===== src/hdl/hnm_pkg.sv =====
// shared constants and types for the heightmap normal generator
package hnm_pkg;

  localparam int MaxRowLength = 1024;
  localparam int HeightBits   = 16;
  localparam int AddrW        = $clog2(MaxRowLength);
  localparam int RowW         = 16;
  localparam int RowLenW      = 11;
  localparam int CfgIdxW      = 2;
  localparam int CfgDataW     = 16;
  localparam int CompW        = HeightBits + 3;
  localparam int NormW        = 16;

  // configuration register indexes
  localparam logic [CfgIdxW-1:0] CFG_ROW_LENGTH = 2'd0;
  localparam logic [CfgIdxW-1:0] CFG_ROW_COUNT  = 2'd1;

  typedef logic signed [HeightBits-1:0] height_t;
  typedef logic signed [CompW-1:0]      comp_t;
  typedef logic signed [NormW-1:0]      norm_t;

  // unnormalized surface vector handed to the normalizer
  typedef struct packed {
    comp_t x;
    comp_t y;
    comp_t z;
  } vec_t;

  // unit normal handed back
  typedef struct packed {
    logic  done;
    norm_t x;
    norm_t y;
    norm_t z;
  } norm_res_t;

endpackage


===== src/hdl/hnm_norm_unit.sv =====
// iterative normalizer built around one shared 32x32 multiplier
module hnm_norm_unit (
  input  logic                 clk,
  input  logic                 rst_n,
  input  logic                 start,
  input  hnm_pkg::vec_t        vec,
  output hnm_pkg::norm_res_t   res
);

  localparam int CompMagW = hnm_pkg::CompW - 1;

  typedef enum logic [2:0] {N_IDLE, N_SQ, N_ACC, N_D, N_DS, N_CMP} nstate_t;

  nstate_t     state_r;
  logic [14:0] a_r   [0:2];
  logic [29:0] a2_r  [0:2];
  logic        neg_r [0:2];
  logic [31:0] s_r;
  logic [63:0] prod_r;
  logic [1:0]  idx_r;
  logic [3:0]  bit_r;
  logic [14:0] q_r;
  logic        done_r;
  hnm_pkg::norm_t res_r [0:2];

  logic [CompMagW-1:0] mag0, mag1, mag2, m;
  logic [1:0]  sh;
  logic [31:0] mul_a, mul_b;
  logic [63:0] mul_p;
  logic [14:0] t;
  logic [16:0] d;
  logic [15:0] qs;

  // magnitudes and the prescale shift
  always_comb begin
    mag0 = vec.x[hnm_pkg::CompW-1] ? CompMagW'(-vec.x) : vec.x[CompMagW-1:0];
    mag1 = vec.y[hnm_pkg::CompW-1] ? CompMagW'(-vec.y) : vec.y[CompMagW-1:0];
    mag2 = vec.z[hnm_pkg::CompW-1] ? CompMagW'(-vec.z) : vec.z[CompMagW-1:0];
    m = mag0;
    if (mag1 > m) m = mag1;
    if (mag2 > m) m = mag2;
    if (m[CompMagW-1:16] != '0) sh = 2'd2;
    else if (m[15]) sh = 2'd1;
    else sh = 2'd0;
  end

  // trial bit, odd multiplier and the kept quotient for the current digit
  always_comb begin
    t  = q_r | (15'd1 << bit_r);
    d  = {1'b0, t, 1'b0} - 17'd1;
    if (prod_r <= {4'd0, a2_r[idx_r], 30'd0}) qs = {1'b0, t};
    else qs = {1'b0, q_r};
  end

  // shared multiplier operand select
  always_comb begin
    case (state_r)
      N_SQ:    begin mul_a = 32'(a_r[idx_r]); mul_b = 32'(a_r[idx_r]); end
      N_D:     begin mul_a = 32'(d);          mul_b = 32'(d);          end
      N_DS:    begin mul_a = prod_r[31:0];    mul_b = s_r;             end
      default: begin mul_a = '0;              mul_b = '0;              end
    endcase
    mul_p = mul_a * mul_b;
  end

  // sequencer: squares, sum, then a result bit per N_D, N_DS, N_CMP pass
  always_ff @(posedge clk) begin
    if (!rst_n) begin
      state_r <= N_IDLE;
      done_r  <= 1'b0;
    end else begin
      done_r <= 1'b0;
      case (state_r)
        N_IDLE: begin
          if (start) begin
            if (m == '0) begin
              res_r[0] <= '0;
              res_r[1] <= 16'sd16384;
              res_r[2] <= '0;
              done_r   <= 1'b1;
            end else begin
              a_r[0]   <= 15'(mag0 >> sh);
              a_r[1]   <= 15'(mag1 >> sh);
              a_r[2]   <= 15'(mag2 >> sh);
              neg_r[0] <= vec.x[hnm_pkg::CompW-1];
              neg_r[1] <= vec.y[hnm_pkg::CompW-1];
              neg_r[2] <= vec.z[hnm_pkg::CompW-1];
              s_r      <= '0;
              idx_r    <= '0;
              state_r  <= N_SQ;
            end
          end
        end
        N_SQ: begin
          prod_r  <= mul_p;
          state_r <= N_ACC;
        end
        N_ACC: begin
          s_r          <= s_r + prod_r[31:0];
          a2_r[idx_r]  <= prod_r[29:0];
          if (idx_r == 2'd2) begin
            idx_r   <= '0;
            bit_r   <= 4'd14;
            q_r     <= '0;
            state_r <= N_D;
          end else begin
            idx_r   <= idx_r + 2'd1;
            state_r <= N_SQ;
          end
        end
        N_D: begin
          prod_r  <= mul_p;
          state_r <= N_DS;
        end
        N_DS: begin
          prod_r  <= mul_p;
          state_r <= N_CMP;
        end
        N_CMP: begin
          if (bit_r == 4'd0) begin
            res_r[idx_r] <= neg_r[idx_r] ? -qs : qs;
            q_r          <= '0;
            bit_r        <= 4'd14;
            if (idx_r == 2'd2) begin
              done_r  <= 1'b1;
              state_r <= N_IDLE;
            end else begin
              idx_r   <= idx_r + 2'd1;
              state_r <= N_D;
            end
          end else begin
            q_r     <= qs[14:0];
            bit_r   <= bit_r - 4'd1;
            state_r <= N_D;
          end
        end
        default: state_r <= N_IDLE;
      endcase
    end
  end

  assign res.done = done_r;
  assign res.x    = res_r[0];
  assign res.y    = res_r[1];
  assign res.z    = res_r[2];

endmodule


===== config.mk =====
export PLATFORM = sky130hd
export DESIGN_NAME = hnm_norm_unit
export DESIGN_NICKNAME = d
export VERILOG_FILES = /design/src/hdl/hnm_pkg.sv /design/src/hdl/hnm_norm_unit.sv
export SDC_FILE = /design/constraint.sdc
export NUM_CORES = 2
export LEC_CHECK = 0
export BUFFER_PORTS_ARGS = -buffer_cell sky130_fd_sc_hd__buf_2
export CAP_MARGIN = 20
export CORE_UTILIZATION = 40
export DETAILED_ROUTE_END_ITERATION = 12
export PLACE_DENSITY_LB_ADDON = 0.25
export SLEW_MARGIN = 10
export SYNTH_ARGS = -nofsm -noshare
export SYNTH_HDL_FRONTEND = slang
export SYNTH_SLANG_ARGS = --single-unit
export TNS_END_PERCENT = 50

===== constraint.sdc =====
create_clock -name clk -period 14.11 [get_ports clk]
set_clock_uncertainty 0.15 [all_clocks]
set_input_delay 2.822 -clock clk [delete_from_list [all_inputs] [get_ports clk]]
set_output_delay 2.822 -clock clk [all_outputs]
set_load 0.005 [all_outputs]

## Word level (Yosys, flattened, before mapping)

Memories as Yosys holds them, arrays and structs flattened. A register that Yosys moved wholly into a read port is not among the register bits.
Index checks and enable logic that the tools add are counted.

| word-level totals | value |
|---|---|
| RAM bits | 186 |
| output and inout bits | 49 |
| flip-flop bits (word level) | 121 |
| memories kept | 4 |
| bits of input ports | 60 |
| word-level logic and storage cells | 111 |

Memories:

| name | depth | width | read ports | clocked after Yosys merged registers in | wr ports | line | RTL |
|---|---|---|---|---|---|---|---|
| a2_r | 3 | 30 | 1 | 1 | 1 | hnm_norm_unit.sv:16 | `logic [29:0] a2_r [0:2];` |
| res_r | 3 | 16 | 3 | 0 | 3 | hnm_norm_unit.sv:24 | `hnm_pkg::norm_t res_r [0:2];` |
| a_r | 3 | 15 | 1 | 1 | 3 | hnm_norm_unit.sv:15 | `logic [14:0] a_r [0:2];` |
| neg_r | 3 | 1 | 1 | 1 | 3 | hnm_norm_unit.sv:17 | `logic neg_r [0:2];` |

| cells by class | value |
|---|---|
| $mul | 1 |
| reduce and logical (&&, ||, !) cells | 14 |
| bitwise operators | 1 |
| add/sub/neg operators | 8 |
| muxes and demuxes | 58 |
| order comparisons | 3 |
| eq/ne operators | 11 |
| shift operators | 4 |

Operators with widths:

| operator | number |
|---|---|
| $pmux W32 S3 | 2 |
| $mux W18 | 5 |
| $le A64 B60 Y1 | 1 |
| $mul A32 B32 Y64 | 1 |
| $mux W32 | 2 |
| $pmux W32 S2 | 1 |
| $neg A18 Y18 | 3 |
| $shr A18 B2 Y15 | 3 |
| $mux W15 | 3 |
| $gt A18 B18 Y1 | 2 |
| $add A32 B32 Y32 | 1 |
| $mux W16 | 2 |
| $pmux W15 S2 | 1 |
| $mux W2 | 12 |
| $mux W1 | 21 |
| $logic_not A18 Y1 | 1 |
| $pmux W3 S6 | 1 |
| $sub A16 B1 Y17 const B | 1 |
| $neg A16 Y16 | 1 |
| $reduce_or A16 Y1 | 1 |
| $or A15 B15 Y15 | 1 |
| $shl A1 B4 Y15 const A | 1 |
| $ne A2 B2 Y1 const B | 5 |
| $mux W3 | 3 |
| other kinds (19) | 25 |

## Logic depth before layout (Yosys ltp)

| logic depth | value |
|---|---|
| depth in word-level cells | 13 |
| mapped depth | 42 |
| depth with buffers taken out | 39 |

## Worst setup path after synthesis

Ideal clock, no wire load.

| timing path | value |
|---|---|
| path kind | input -> register |
| start point | input port vec[26] (netlist bit) |
| end point | memory a_r[0][0], enable pin |
| required time | 13.501 ns |
| stages on the path | 25 |
| data arrival time | 10.551 ns |
| path slack | 2.950 ns |
| buffers on the path | 3 |
| path through | or4_4 -> or4_1 -> buf_2 -> or3_1 -> nand2_1 -> xor2_1 -> inv_1 -> ha_1 -> nand4_1 -> nor3_1 -> nand2_1 -> o32a_1 -> nor2_1 -> clkbuf_1 -> o21ai_0 -> ha_1 -> and4_1 -> nand2b_1 -> nor3_1 -> a311oi_1 -> or2_2 -> clkbuf_1 -> and4_1 -> o32ai_2 -> nor2b_1 |

RTL lines:

| item | line | RTL |
|---|---|---|
| start, declared | hnm_norm_unit.sv:6 | `input hnm_pkg::vec_t vec,` |
| end, declared | hnm_norm_unit.sv:15 |  |

## Final worst setup path

| timing path | value |
|---|---|
| start point | register bit_r[0] |
| end point | register prod_r[56], data pin |

| on the way | value |
|---|---|
| word-level cells in the longest chain between the ends | 5 |
| elaborated cells on any way between the ends | 6 |
| those cells by class | add/sub: 1; mul: 1; shift: 1; mux: 2; bitwise: 1 |

RTL lines:

| item | line | RTL |
|---|---|---|
| start, declared | hnm_norm_unit.sv:21 | `logic [3:0] bit_r;` |
| start signal, assigned | hnm_norm_unit.sv:133 | `bit_r <= bit_r - 4'd1;` |
| $shl A1 B4 Y15 * | hnm_norm_unit.sv:49 | `t = q_r \| (15'd1 << bit_r);` |
| $or A15 B15 Y15 * | hnm_norm_unit.sv:49 |  |
| $sub A16 B1 Y17 * | hnm_norm_unit.sv:50 | `d = {1'b0, t, 1'b0} - 17'd1;` |
| $pmux W32 S3 | hnm_norm_unit.sv:57 | `case (state_r)` |
| $mul A32 B32 Y64 * | hnm_norm_unit.sv:63 | `mul_p = mul_a * mul_b;` |
| named net mul_p[56] | hnm_norm_unit.sv:29 | `logic [63:0] mul_p;` |
| end signal, assigned | hnm_norm_unit.sv:95 | `prod_r <= mul_p;` |
| end signal, assigned | hnm_norm_unit.sv:112 | `prod_r <= mul_p;` |
| end signal, assigned | hnm_norm_unit.sv:116 | `prod_r <= mul_p;` |
| end, declared | hnm_norm_unit.sv:19 | `logic [63:0] prod_r;` |

Mark *: on every way through the listed nets, which the timed path passes. The rest lies on a longest branch.
A chain may end at the register's enable or synchronous reset.

==> key figures <==
Synth
  – Synthesized flop and latch total: 309
  – Compound-gate portion of the synthesized area: 8.19%
  – FFs w/ async S/R, synth: 0%
  – Synth Flop Type: edfxtp_1
  – Area share of xor/xnor cells in the synthesized design: 2.49%
  – Largest family of logic cells by synthesized area: adder cells
  – Mux cell area share after synthesis: 2.28%
  – Synth Area in Simple Gates: 15.2%
  – Synth warn: 0
  – Mean post-synth cell area: 9.17 sq um
  – Mapped Cells: 5573
  – Distinct cell type count after synthesis: 92
  – Adder-cell share of the synthesized area: 44.3%
  – Seq/Total Area, Yosys: 18.0%
  – Post-synth net total: 6904
  – Post-synth EDFFs: 303
  – Synthesized area: 51100 sq um

CTS
  – CTS tree: done
  – # resized after CTS: 0
  – Clock sinks: 309
  – Post-CTS Setup Repair Bufs: 0
  – CTS max path bufs: 3
  – Total CTS buffers: 38
  – Clock Latency Late Sink: 550 ps
  – # hold bufs at CTS: 0
  – CTS clk-pin slew, worst paths: 60 ps
  – Root buffer cell: clkbuf_16
  – CTS H-tree depth: 2

Power and ir drop
  – Clock share of power: 25.2%
  – Switch share: 42.2%
  – Sequential share of power: 30.7%
  – Int Pwr: 2210 uW
  – Switching pwr: 1620 uW
  – Power density over cell area: 70.0 nW/um^2
  – VDD IR max: 97.3 uV
  – Leak: 0.0256 uW
  – Comb pwr share: 44.2%

Place
  – Global placement routability congestion: 0.964
  – Port buffer count: 108
  – Placed Instance Area: 53500 sq um
  – Hpwl dp: 125000 um
  – Post-place setup slack: 2050 ps

Die
  – Core ar.: 126000 sq um
  – Row Count: 130
  – Initial Utilization: 40.5%
  – Die Width: 359 um
  – Die area: 129000 sq um
  – I/O pin cnt: 109
  – Chip height: 359 um

Job
  – Max-cap viol count: 0

Worst setup path
  – Worst path bufs/invs: 7
  – CP endpoint kind: register
  – Reg2reg end: prod_r[56]
  – Largest stage delay, worst path: 990 ps
  – Family with the most delay on the worst path: adder cells
  – CP startpoint kind: register
  – Critical path class: register to register
  – CP startpoint: bit_r[0]
  – Req. time, crit path: 14260 ps
  – Crit path DAT: 12440 ps
  – Worst Setup EP: prod_r[56]
  – Most common cell on crit path: fa_1
  – Crit path depth: 37
  – Critical-path maximum fanout: 18
  – Worst Reg-to-Reg Cells: 37
  – Worst r2r src: bit_r[0]
  – Setup slack, reg-to-reg: 1820 ps
  – CP max stage cell: nand2_1

Detailed routing
  – ANT nets after route: 0
  – Vias per inst: 5.49
  – Via count: 39600
  – WL/cell: 22.0 um
  – Initial drt markers: 3244
  – Final WL: 159000 um
  – Residual DRC: 0
  – Pre-antenna DRT Iters: 6

Timing
  – Final hold viol count: 0
  – RSZ-0062 raised after global routing: false
  – Setup TNS: 0 ps
  – Slew Limit Headroom: 22.9%
  – F_max: 81.4 MHz
  – Worst Max-Slew Pin Slew: 1150 ps
  – Fin crit share: 87.1%
  – PnR worst setup slack: 1820 ps
  – Min Tclk post-route: 12290 ps
  – Worst hold slack: 396 ps
  – Setup violations, final: 0
  – Max Slew Vio Count: 0

Finish
  – Commonest non-fill, non-tap cells in the layout: 998 x inv_1, 897 x fa_1, 739 x nand2_1
  – Footprint of the multi-input gates: 37200 sq um
  – FF+latch area: 9220 sq um
  – Commonest non-fill, non-tap cell in the layout: inv_1
  – Fillers: 12400
  – Layout cells sized above 1: 6.01%
  – Layout Area Growth over Synthesis: 7.13%
  – Final instance area: 54700 sq um
  – Nets@finish: 6874

Hold path
  – Hold Crit Class: register to register
  – Hold Crit Depth: 1

Status
  – Outcome: finished clean

GRT
  – Largest net degree at the start of global routing: 138
  – First-pass GRT wire length: 246000 um
  – Vias in the first global route: 41000
  – GRT Total Usage: 24.9%
  – Initial antenna violation count: 1
  – Total global routing overflow: 0
-- power groups by stage --
stage	Combinational [uW]	Clock, uW	Sequential (uW)
2_1_floorplan	1100	0	1150
3_3_place_gp	1640	0	1190
3_5_place_dp	1660	0	1190
4_1_cts	1670	979	1170
5_1_grt	1840	1010	1180
6_report	1690	964	1180
-- layout make-up --
cell class                 instances  share of cell area, %
multi-input combinational       3984                   67.9
sequential                       309                   16.8
inverter                         999                   6.85
tap                             1650                   3.77
timing repair buffer             211                   2.45
clock buffer                      46                   1.83
clock inverter                    21                  0.377
antenna                            2                0.00914
-- how the worst min path moves through the flow --
| stage | start | endpoint | slack, ps |
|---|---|---|---|
| after detailed placement | idx_r[1] | register | 390 |
| after global routing | idx_r[1] | register | 420 |
| after global placement | idx_r[1] | register | 370 |
| after floorplan | prod_r[17] | a2_r[0][17] | 340 |
| final | idx_r[1] | register | 400 |
| after CTS | idx_r[1] | register | 400 |
-- stage by stage --
step | power (uW) | utilization (%) | std cells
2_1_floorplan | 2260 | - | 5573
3_3_place_gp | 2830 | 42.4 | 7153
3_5_place_dp | 2850 | 42.4 | 7153
4_1_cts | 3830 | 43.4 | 7220
5_1_grt | 4030 | 43.4 | 7220
6_report | 3830 | 43.4 | 7222
-- cells in the mapped netlist, drive strengths merged (28+ instances only) --
master    n  area [sq um]
inv     998          3750
fa      897         18000
nand2   739          2770
nor2    647          2430
ha      374          4680
edfxtp  303          9100
a21oi   274          1380
clkbuf  253           951
mux2i   109          1090
xnor2   102           893
o21ai    99           495
a21o     81           608
and3     78           488
and2     52           325
xor2     43           377
nor3     42           210
nand3    38           190
buf      28           156
-- metal layers --
layer | GRT usage [%] | vias up | wire length [um]
li1 | - | 17600 | -
met1 | 34.5 | 20300 | 67200
met2 | 39.9 | 1500 | 72900
met3 | 3.44 | 261 | 12700
met4 | 8.91 | 0 | 6210
met5 | 0 | - | 0
-- kinds of logic (layout without fill, tap and decap cells) --
logic type,count (synthesis),count (layout)
fa+ha+maj,1271,1271
xor+xnor,145,145
buf+inv,1280,1277
flops,309,309
compound gates,664,664
other cells,0,2
mux,115,115
simple gates,1789,1789
-- sequential cells by signal (all words and copies together), names as in the netlist, 3 cells and up, named ones only --
name     cells
q_r         15
prod_r      64
s_r         32
res_r       48
state_r      3
a_r         45
bit_r        4
neg_r        3
a2_r        90
Power figures use the tool's default switching activity.
